### config.mk
export PLATFORM = sky130hd
export DESIGN_NAME = cmpq_cell
export DESIGN_NICKNAME = d
export VERILOG_FILES = /design/src/rtl/cmpq_pkg.sv /design/src/rtl/cmpq_cell.sv
export SDC_FILE = /design/constraint.sdc
export NUM_CORES = 1
export LEC_CHECK = 0
export CORE_AREA = 2 2 155 157
export CTS_BUF_LIST = sky130_fd_sc_hd__clkbuf_16
export DETAILED_ROUTE_END_ITERATION = 8
export DIE_AREA = 0 0 157 159
export DONT_BUFFER_PORTS = 1
export PLACE_DENSITY = 0.38
export SYNTH_ARGS = -nofsm -noshare
export SYNTH_HDL_FRONTEND = slang
export SYNTH_SLANG_ARGS = --single-unit
export TNS_END_PERCENT = 10
### constraint.sdc
create_clock -name clk_i -period 5.9 [get_ports clk_i]
set_clock_uncertainty 0.05 [all_clocks]
set_input_delay 0.59 -clock clk_i [delete_from_list [all_inputs] [get_ports clk_i]]
set_output_delay 0.59 -clock clk_i [all_outputs]
set_load 0.005 [all_outputs]
### src/rtl/cmpq_pkg.sv
// Package for the CAN message priority queue: depth, field widths, codes and the
// message record that moves between the queue cells. It depends on nothing else.
`timescale 1ns / 1ps
`default_nettype none

package cmpq_pkg;

  localparam int unsigned QUEUE_DEPTH = 32;

  localparam int unsigned IdW    = 29;
  localparam int unsigned DataW  = 64;
  localparam int unsigned DlcW   = 4;
  localparam int unsigned PrioW  = 2;
  localparam int unsigned OccW   = 6;
  localparam int unsigned CntW   = $clog2(QUEUE_DEPTH + 1);

  typedef enum logic {
    CMD_ENQUEUE = 1'b0,
    CMD_DEQUEUE = 1'b1
  } command_e;

  typedef enum logic [1:0] {
    ST_OK    = 2'd0,
    ST_FULL  = 2'd1,
    ST_EMPTY = 2'd2
  } status_e;

  typedef struct packed {
    logic [IdW-1:0]   id;
    logic [DataW-1:0] data;
    logic [DlcW-1:0]  dlc;
    logic [PrioW-1:0] prio;
  } msg_t;

  // Shift controls broadcast to every cell of the chain.
  typedef struct packed {
    logic     enq;
    logic     deq;
    msg_t     new_msg;
  } cell_ctrl_t;

endpackage

`default_nettype wire

### src/rtl/cmpq_cell.sv
// One slot of the sorted queue chain: holds a message and moves it toward the
// tail on an insert or toward the head on a removal. Depends on cmpq_pkg.
`timescale 1ns / 1ps
`default_nettype none

module cmpq_cell (
  input  wire                    clk_i,
  input  cmpq_pkg::cell_ctrl_t   ctrl_i,
  input  wire                    occupied_i,
  input  wire                    left_keep_i,
  input  cmpq_pkg::msg_t         left_msg_i,
  input  cmpq_pkg::msg_t         right_msg_i,
  output logic                   keep_o,
  output cmpq_pkg::msg_t         msg_o
);

  cmpq_pkg::msg_t msg_q, msg_d;

  // A stored entry stays put when it is at least as urgent as the new message.
  assign keep_o = occupied_i && (msg_q.prio <= ctrl_i.new_msg.prio);

  always_comb begin
    msg_d = msg_q;
    if (ctrl_i.deq) begin
      msg_d = right_msg_i;
    end else if (ctrl_i.enq && !keep_o) begin
      // The first slot that does not keep its entry takes the new message;
      // every slot behind it takes its left neighbor's entry.
      msg_d = left_keep_i ? ctrl_i.new_msg : left_msg_i;
    end
  end

  always_ff @(posedge clk_i) begin
    msg_q <= msg_d;
  end

  assign msg_o = msg_q;

endmodule

`default_nettype wire

==> metrics, run 1 <==
M3 GR Usage around 4.6%; HPWL after DPL 10700 µm; max reg flops 99; Mapped Area a little over 5000 µm²; PD cells roughly 290 nW/µm²; worst hold stages 2; setup_tns 0 ps; cell area after layout between 5000 and 6000 µm²; H-tree Lvls 3; proportion of layout cells with a drive suffix above 1 3.76%; vias per cell between 4 and 5; number of setup buffers added after CTS 0; Most Crowded Layer GR met2; Die ar. roughly 25000 µm²; WL final approximately 14000 µm; Setup WS post-layout roughly 3100 ps; leakage power about 2.1 nW; Net Sw Frac 24.1%; #FFs+latches synth just under 100; pin count of the biggest net entering global routing 200; post-route ant nets 0; Register-to-Register Path Depth 5; # diodes 0; Comb power frac approximately 8%; syn nets ~750; Clk Latency, worst-skew pair 340 ps; Total Power approximately 1.6 mW; Starting Density 22.2%; antenna violations before repair 1; GRT Util Overall 10.5%; Core ar. between 20000 and 25000 µm²; cts hold-fix bufs 0; placed inst area between 5000 and 6000 µm²; clock root buffer clkbuf_16; Die Width between 150 and 200 µm; RSZ-0062 raised after global routing no; DRC violations left 0; first-pass GRT wire length ~20000 µm; io pins about 400; Via Count around 3300; Setup violations, final 0; mean routed wirelength per cell between 15 and 20 µm; die height between 150 and 200 µm; Max-Slew Margin vs Limit between 50% and 60%; Clk pin slew, worst setup/hold paths 70 ps; Placer Congestion 0.717; Synth Instances around 440; Port Buffer Count 0; status completed; Max-Cap Viols 0; crit-path max FO 52; Int Pwr approximately 1.2 mW; Area growth syn-to-layout 8.69%; sequential-to-total area share from yosys stat between 50% and 60%; switching power 390 µW; Crit. End Element flop; Total Nets Final 724; WP data required just under 6000 ps; Ys Warns 0; count of pins over their slew limit 0; reg-to-reg slack, setup 3140 ps; part of the power in registers 58.0%; post_cts resized 0; Site Rows 56; min-delay worst type in -> reg; Final Critical Period roughly 2800 ps; Post-Syn Area per Cell 11.7 µm²; Crit Path Category reg -> reg; initial DRC count approximately 130; period utilisation layout 46.8%; Worst VDD drop just over 0.00008 V; placed cell count ~730; vias in the first global route between 3000 and 4000; CTS buffer count 9; Synth cell types 17; met2 Usage GRT 19.6%; GR Layer Usage met1 just over 10%; crit path DAT roughly 2700 ps; clock power share 34.1%; worst-margin pin slew 710 ps; Initial DRT Pass Iterations 4; GRT overflow 0; f_max 0.363 GHz; Final Hold Vio Count 0; Max Root-Sink Buffers 2; CTS tree yes; clock sink total 99; Place WS 2940 ps; final non-filler cell total between 700 and 800; crit path launch type flop
==> stage by stage <==
step	hold slack, ps	util, %
2_1_floorplan	731	-
3_3_place_gp	740	22.9
3_5_place_dp	740	22.9
4_1_cts	360	24.1
5_1_grt	361	24.1
6_report	389	24.1
==> metal layers <==
layer | vias to the layer above | share of wire, %
li1 | 1561 | -
met1 | 1490 | 36
met4 | 2 | 0.99
met3 | 7 | 10
met2 | 223 | 53
met5 | - | 0.092
==> cell usage after synthesis <==
cell type  number  area (µm²)
buf_12          1        20.0
nand2_1       101         379
o21ai_1        10        50.1
o21ai_0        90         450
nor2b_1         1        6.26
buf_6           9         101
clkbuf_1        9        33.8
buf_8           1        15.0
inv_1           3        11.3
ha_1            2        25.0
edfxtp_1       99        2970
a21oi_1         1        5.00
buf_4           1        7.51
o211ai_1        1        7.51
buf_2          12        60.1
mux2i_1        99         991
and2_1          1        6.26
==> power by group through the flow <==
| stage | Combinational, mW | Clock (mW) | Sequential [mW] |
|---|---|---|---|
| after global routing | 0.147 | 0.613 | 0.948 |
| after detailed placement | 0.134 | 0 | 0.957 |
| final | 0.127 | 0.551 | 0.937 |
| after CTS | 0.132 | 0.583 | 0.943 |
| after global placement | 0.127 | 0 | 0.961 |
| after floorplan | 0.136 | 0 | 0.932 |
==> path summary, 6_finish.rpt <==
kind,from,to
worst max-delay path,msg_o[1]$_DFFE_PP_,msg_o[97]$_DFFE_PP_
worst min-delay path,right_msg_i[42],msg_o[42]$_DFFE_PP_
worst max register to register,msg_o[1]$_DFFE_PP_,msg_o[97]$_DFFE_PP_
worst min register to register,msg_o[1]$_DFFE_PP_,msg_o[58]$_DFFE_PP_
==> cell families after synthesis <==
kind of cell             Yosys count  share of synthesized area, %
multiplexers                      99                          19.3
buffers and inverters             36                          4.84
AND/OR/NAND/NOR                  103                          7.62
adder cells (fa/ha/maj)            2                         0.487
flip-flops                        99                          57.8
AO/OA/AOI/OAI                    102                          9.98
==> critical path, stage by stage (launching register included) <==
cell	delay [ps]
edfxtp_1	430
ha_1	320
nor2b_1	160
o211ai_1	140
nand2_4	500
buf_4	660
==> final cells by class <==
type / count / area (µm²)
clock inverters: 7 / 45.0
fillers: 2450 / 17600
well taps: 319 / 399
flip-flops and latches: 99 / 2970
inverters: 3 / 11.3
multi-input cells: 306 / 1930
clock buffers: 9 / 225
repair buffers: 1 / 7.51
==> cells in the final DEF (no fill, tap or decap), drive strengths merged <==
| cell | synthesis | routed |
|---|---|---|
| inv | 3 | 7 |
| ha | 2 | 2 |
| clkbuf | 9 | 9 |
| and2 | 1 | 1 |
| clkinvlp | 0 | 2 |
| mux2i | 99 | 99 |
| clkinv | 0 | 1 |
| nand2 | 101 | 101 |
| a21oi | 1 | 1 |
| buf | 24 | 1 |
| o21ai | 100 | 100 |
| nor2b | 1 | 1 |
| o211ai | 1 | 1 |
| edfxtp | 99 | 99 |
Note: power is estimated with default switching activity, not from simulation.
==> inputs of run 2 (changes only) <==
--- a/config.mk
+++ b/config.mk
@@ -5,12 +5,12 @@
 export SDC_FILE = /design/constraint.sdc
 export NUM_CORES = 1
 export LEC_CHECK = 0
-export CORE_AREA = 2 2 155 157
+export CORE_AREA = 2 2 156 158
 export CTS_BUF_LIST = sky130_fd_sc_hd__clkbuf_16
 export DETAILED_ROUTE_END_ITERATION = 8
-export DIE_AREA = 0 0 157 159
+export DIE_AREA = 0 0 158 160
 export DONT_BUFFER_PORTS = 1
-export PLACE_DENSITY = 0.38
+export PLACE_DENSITY = 0.39
 export SYNTH_ARGS = -nofsm -noshare
 export SYNTH_HDL_FRONTEND = slang
 export SYNTH_SLANG_ARGS = --single-unit
==> constraint.sdc (replaced) <==
create_clock -name clk_i -period 2.49 [get_ports clk_i]
set_clock_uncertainty 0.05 [all_clocks]
set_input_delay 0.249 -clock clk_i [delete_from_list [all_inputs] [get_ports clk_i]]
set_output_delay 0.249 -clock clk_i [all_outputs]
set_load 0.005 [all_outputs]
==> metrics, run 2 (synthesis gave the netlist of run 1 again) <==
status completed; slowest CP cell edfxtp_1; Crit. End Element flop; Max Root-Sink Buffers 2; Clk pin slew, worst setup/hold paths roughly 70 ps; f_max 0.543 GHz; PD cells approximately 700 nW/µm²; Max-Slew Margin vs Limit ~73%; Setup violations, final 0; commonest non-fill, non-tap cell in the layout nand2_1; vias per cell 4.42; post-route ant nets 0; antenna violations before repair 0; min-delay worst type in -> reg; Placer Congestion around 0.73; commonest non-fill, non-tap cells in the layout nand2_1 (100), mux2i_1 (99), edfxtp_1 (99), o21ai_0 (90), o21ai_1 (10); proportion of layout cells with a drive suffix above 1 4.23%; Die Width ~160 µm; Total Nets Final around 730; H-tree Lvls 3; setup_tns 0 ps; Core ar. around 24000 µm²; Int Pwr 3.01 mW; GRT overflow 0; Via Count around 3300; worst-margin pin slew roughly 410 ps; CTS tree yes; Comb power frac around 7.9%; leakage power approximately 2.2 nW; Site Rows 57; Final Hold Vio Count 0; post_cts resized 0; clock root buffer clkbuf_16; clock power share between 30% and 40%; crit-path max FO 50; first-pass GRT wire length 18400 µm; crit path cell chain ha_1 -> nor2b_1 -> o211ai_1 -> nand2_4 -> buf_12; Die ar. approximately 25000 µm²; switching power 933 µW; count of pins over their slew limit 0; Total Power roughly 3.9 mW; number of setup buffers added after CTS 0; WP data required ~2500 ps; Starting Density between 20% and 30%; Net Sw Frac a little under a quarter; Port Buffer Count 0; Max-Cap Viols 0; Area growth syn-to-layout 9.90%; RSZ-0062 raised after global routing no; period utilisation layout 73.9%; initial DRC count 103; slowest cell delay on critical path approximately 420 ps; crit path DAT around 1800 ps; max reg flops a little under 100; die height between 150 and 200 µm; mean routed wirelength per cell 17.9 µm; DRC violations left 0; CTS buffer count 9; Final Critical Period approximately 1800 ps; cts hold-fix bufs 0; Clk Latency, worst-skew pair approximately 340 ps; GRT Util Overall ~9.8%; part of the power in registers between 50% and 60%; Crit Path Category reg -> reg; io pins about 400; HPWL after DPL roughly 10000 µm; vias in the first global route between 3000 and 4000; WL final between 10000 and 15000 µm; Worst VDD drop between 0.0003 and 0.0004 V; pin count of the biggest net entering global routing 200; crit path launch type flop; Initial DRT Pass Iterations 4; clock sink total slightly below 100; # diodes 0
[run 2: worst max-delay path, delay by kind of cell (launching register included)]
kind	cells	cell delay (ps)
adder cells (fa/ha/maj)	1	310
flip-flops	1	420
buffers and inverters	1	250
AND/OR/NAND/NOR	2	290
AO/OA/AOI/OAI	1	150
[run 2: per-layer routing]
layer / global-route usage [%] / share of wire (%)
met5: 0 / 0
met4: 4.18 / 2.2
met3: 4.04 / 10
met2: 17.7 / 52
met1: 9.82 / 35
[run 2: area by class of cell]
type	instances	area (µm²)
timing repair buffer	2	40.0
tap	324	405
clock buffer	9	225
inverter	3	11.3
sequential	99	2970
fill	2549	18200
multi-input combinational	306	1930
clock inverter	7	68.8
[run 2: path summary, 6_finish.rpt]
path,startpoint,endpoint,slack (ps),depth (start not counted)
max,msg_o[1]$_DFFE_PP_,msg_o[38]$_DFFE_PP_,650,5
min,right_msg_i[43],msg_o[43]$_DFFE_PP_,50,2
max reg2reg,msg_o[1]$_DFFE_PP_,msg_o[38]$_DFFE_PP_,650,5
min reg2reg,msg_o[1]$_DFFE_PP_,msg_o[1]$_DFFE_PP_,1160,5
[run 2: power groups by stage]
stage               Clock, mW  Sequential [mW]  Combinational (mW)
floorplan                   0             2.20               0.325
finish                   1.42             2.22               0.314
detailed placement          0             2.26               0.325
global route             1.58             2.24               0.356
CTS                      1.51             2.23               0.323
global placement            0             2.27               0.314
[run 2: stage by stage]
step	worst slack (ps)	cell area [µm²]	util, %	cells	hold WS, ps
final	650	5650	23.7	750	46.2
after global routing	558	5650	23.7	750	30.8
after CTS	648	5650	23.7	750	19.1
after detailed placement	662	5360	22.5	734	403
after global placement	708	5360	22.5	734	402
after floorplan	377	5150	-	441	390
==> inputs of run 3 (changes only) <==
--- a/config.mk
+++ b/config.mk
@@ -5,12 +5,13 @@
 export SDC_FILE = /design/constraint.sdc
 export NUM_CORES = 1
 export LEC_CHECK = 0
+export ABC_AREA = 1
 export CORE_AREA = 2 2 156 158
 export CTS_BUF_LIST = sky130_fd_sc_hd__clkbuf_16
 export DETAILED_ROUTE_END_ITERATION = 8
 export DIE_AREA = 0 0 158 160
 export DONT_BUFFER_PORTS = 1
-export PLACE_DENSITY = 0.39
+export PLACE_DENSITY = 0.37
 export SYNTH_ARGS = -nofsm -noshare
 export SYNTH_HDL_FRONTEND = slang
 export SYNTH_SLANG_ARGS = --single-unit
==> constraint.sdc (replaced) <==
create_clock -name clk_i -period 1.9 [get_ports clk_i]
set_clock_uncertainty 0.05 [all_clocks]
set_input_delay 0.19 -clock clk_i [delete_from_list [all_inputs] [get_ports clk_i]]
set_output_delay 0.19 -clock clk_i [all_outputs]
set_load 0.005 [all_outputs]
==> metrics, run 3 <==
Synth area leader edfxtp_1; crit path DAT approximately 1800 ps; min-delay worst type in -> reg; die height between 150 and 200 µm; # fillers 2589; Ys Warns 0; clock root buffer clkbuf_16; Total Power 5.24 mW; Most Crowded Layer GR met2; antenna violations before repair 1; Synth cell types 11; Register Area 2970 µm²; f_max between 0.5 and 0.6 GHz; WP data required ~1900 ps; Starting Density between 20% and 30%; Die ar. roughly 25000 µm²; Placer Congestion approximately 0.83; Setup violations, final 0; clock sink total between 90 and 100; ys flop type edfxtp_1; mean routed wirelength per cell around 18 µm; part of the power in registers 54.3%; Int Pwr roughly 3.9 mW; Via Count 4224; count of pins over their slew limit 0; Clk Latency, worst-skew pair 340 ps; vias in the first global route between 4000 and 5000; EDFF count, synth ~100; Area growth syn-to-layout 13.5%; Port Buffer Count 0; HPWL after DPL approximately 12000 µm; async set-or-reset flop fraction in the synthesized netlist 0%; CTS buffer count 9; CTS tree yes; Die Width approximately 160 µm; met2 Usage GRT between 20 and 25%; Max-Cap Viols 0; status completed; share of the synthesized area in the top cell type 59.0%; Post-Syn Area per Cell 9.11 µm²; Comb power frac between 10% and 20%; Initial DRT Pass Iterations 5; commonest non-fill, non-tap cells in the layout a21oi_1 (198), nand2_1 (104), nor2_1 (99), edfxtp_1 (99), buf_4 (14); Net Sw Frac between 20% and 30%; startpoint of the worst-slack reg-to-reg timing path msg_o[1]$_DFFE_PP_; Core ar. between 20000 and 25000 µm²; Final Critical Period 1780 ps; GRT Util Overall approximately an eighth; Synth Instances 553; Max Root-Sink Buffers 2; commonest non-fill, non-tap cell in the layout a21oi_1; worst-margin pin slew between 500 and 600 ps; Final Hold Vio Count 0; RSZ-0062 raised after global routing no; Crit. End Element flop; GRT overflow 0; Worst Setup SP msg_o[1]$_DFFE_PP_; Crit Path Category reg -> reg; M3 GR Usage 3.53%; footprint of the multi-input gates 1820 µm²; top-count cell post-synth a21oi_1; first-pass GRT wire length roughly 22000 µm; Total Nets Final approximately 850; crit path launch type flop; Clk pin slew, worst setup/hold paths about 70 ps; setup_tns 0 ps; post-route ant nets 0; initial DRC count 226; pin count of the biggest net entering global routing roughly 100; syn nets ~860; top cells by count, synth a21oi_1 (198), nand2_1 (106), edfxtp_1 (99), nor2_1 (99), buf_2 (34); DRC violations left 0; leakage power 2.03 nW; switching power around 1.3 mW; max reg flops between 90 and 100; crit-path max FO 23; Hold Startpoint right_msg_i[3]; synth top area cells edfxtp_1 (59%), a21oi_1 (20%), nand2_1 (7.9%); WL final approximately 16000 µm; #FFs+latches synth 99; cts hold-fix bufs 0; Mapped Area 5040 µm²; io pins between 400 and 500; clock power share a little over a third; Hold Slack ~32 ps; H-tree Lvls 3; period utilisation layout 93.4%; Max-Slew Margin vs Limit approximately two thirds; proportion of layout cells with a drive suffix above 1 6.96%; Site Rows 57; reg-to-reg slack, setup approximately 120 ps; vias per cell slightly below 5; Worst VDD drop approximately 0.00033 V; Layout Utilization 24.0%; GR Layer Usage met1 between 10% and 20%; sequential-to-total area share from yosys stat about 59%; PD cells between 900 and 1000 nW/µm²
## run 3: cell count changes after synthesis, sizes merged, moves of 4 or more
cell / previous run / this run
mux2i: 99 / 0
nor2: 0 / 99
inv: 3 / 7
o21ai: 100 / 0
a21oi: 1 / 198
buf: 24 / 42
nand2: 101 / 106
clkbuf: 9 / 0
## run 3: worst max-delay path, stage by stage (launching register included)
cell and delay (ps):
edfxtp_1 390, ha_1 300, nand2_1 50, nand2_1 50
nand2_1 50, nand2_1 110, nand2_4 100, nand2_8 140
buf_12 210
## run 3: cell type report
class                      count  share of cell area, %
antenna                        1                 0.0438
clock buffer                   9                   3.94
clock inverter                 7                   1.29
inverter                       7                  0.525
multi-input combinational    406                   31.9
sequential                    99                   52.0
tap                          324                   7.09
timing repair buffer          18                   3.24
## run 3: per-layer routing
metal	share of wire, %	vias up
met1	37	1981
met2	51	308
met5	0	-
met3	9.1	33
met4	3.5	0
li1	-	1902
## run 3: repair_timing
action                                  in CTS  in global routing
resized for setup                            0                  2
buffers inserted                             0                  4
endpoints found under the setup margin       0                 55
## run 3: stage by stage
stage	setup slack [ps]	std cells	area (µm²)
6_report	125	871	5720
5_1_grt	5.60	870	5710
4_1_cts	49.7	865	5660
3_5_place_dp	58.9	849	5370
3_3_place_gp	92.5	849	5370
2_1_floorplan	33.9	553	5050
## run 3: cells by family (layout without fill, tap and decap cells)
| logic type | Yosys count | after routing | share of synthesized area (%) |
|---|---|---|---|
| compound gates | 198 | 198 | 19.7 |
| fa+ha+maj | 2 | 2 | 0.497 |
| buf+inv | 49 | 41 | 5.52 |
| flops | 99 | 99 | 59.0 |
| other cells | 0 | 1 | 0 |
| simple gates | 205 | 206 | 15.3 |
## run 3: power by group through the flow
stage	registers, mW	logic (mW)	clock network, mW
2_1_floorplan	2.82	0.433	0
3_3_place_gp	2.91	0.511	0
3_5_place_dp	2.89	0.530	0
4_1_cts	2.85	0.528	1.97
5_1_grt	2.86	0.617	2.04
6_report	2.84	0.539	1.86
## run 3: path summary, 6_finish.rpt
| kind | to | depth (start not counted) |
|---|---|---|
| max | msg_o[35]$_DFFE_PP_ | 8 |
| min | msg_o[3]$_DFFE_PP_ | 2 |
| max reg2reg | msg_o[35]$_DFFE_PP_ | 8 |
| min reg2reg | msg_o[87]$_DFFE_PP_ | 6 |
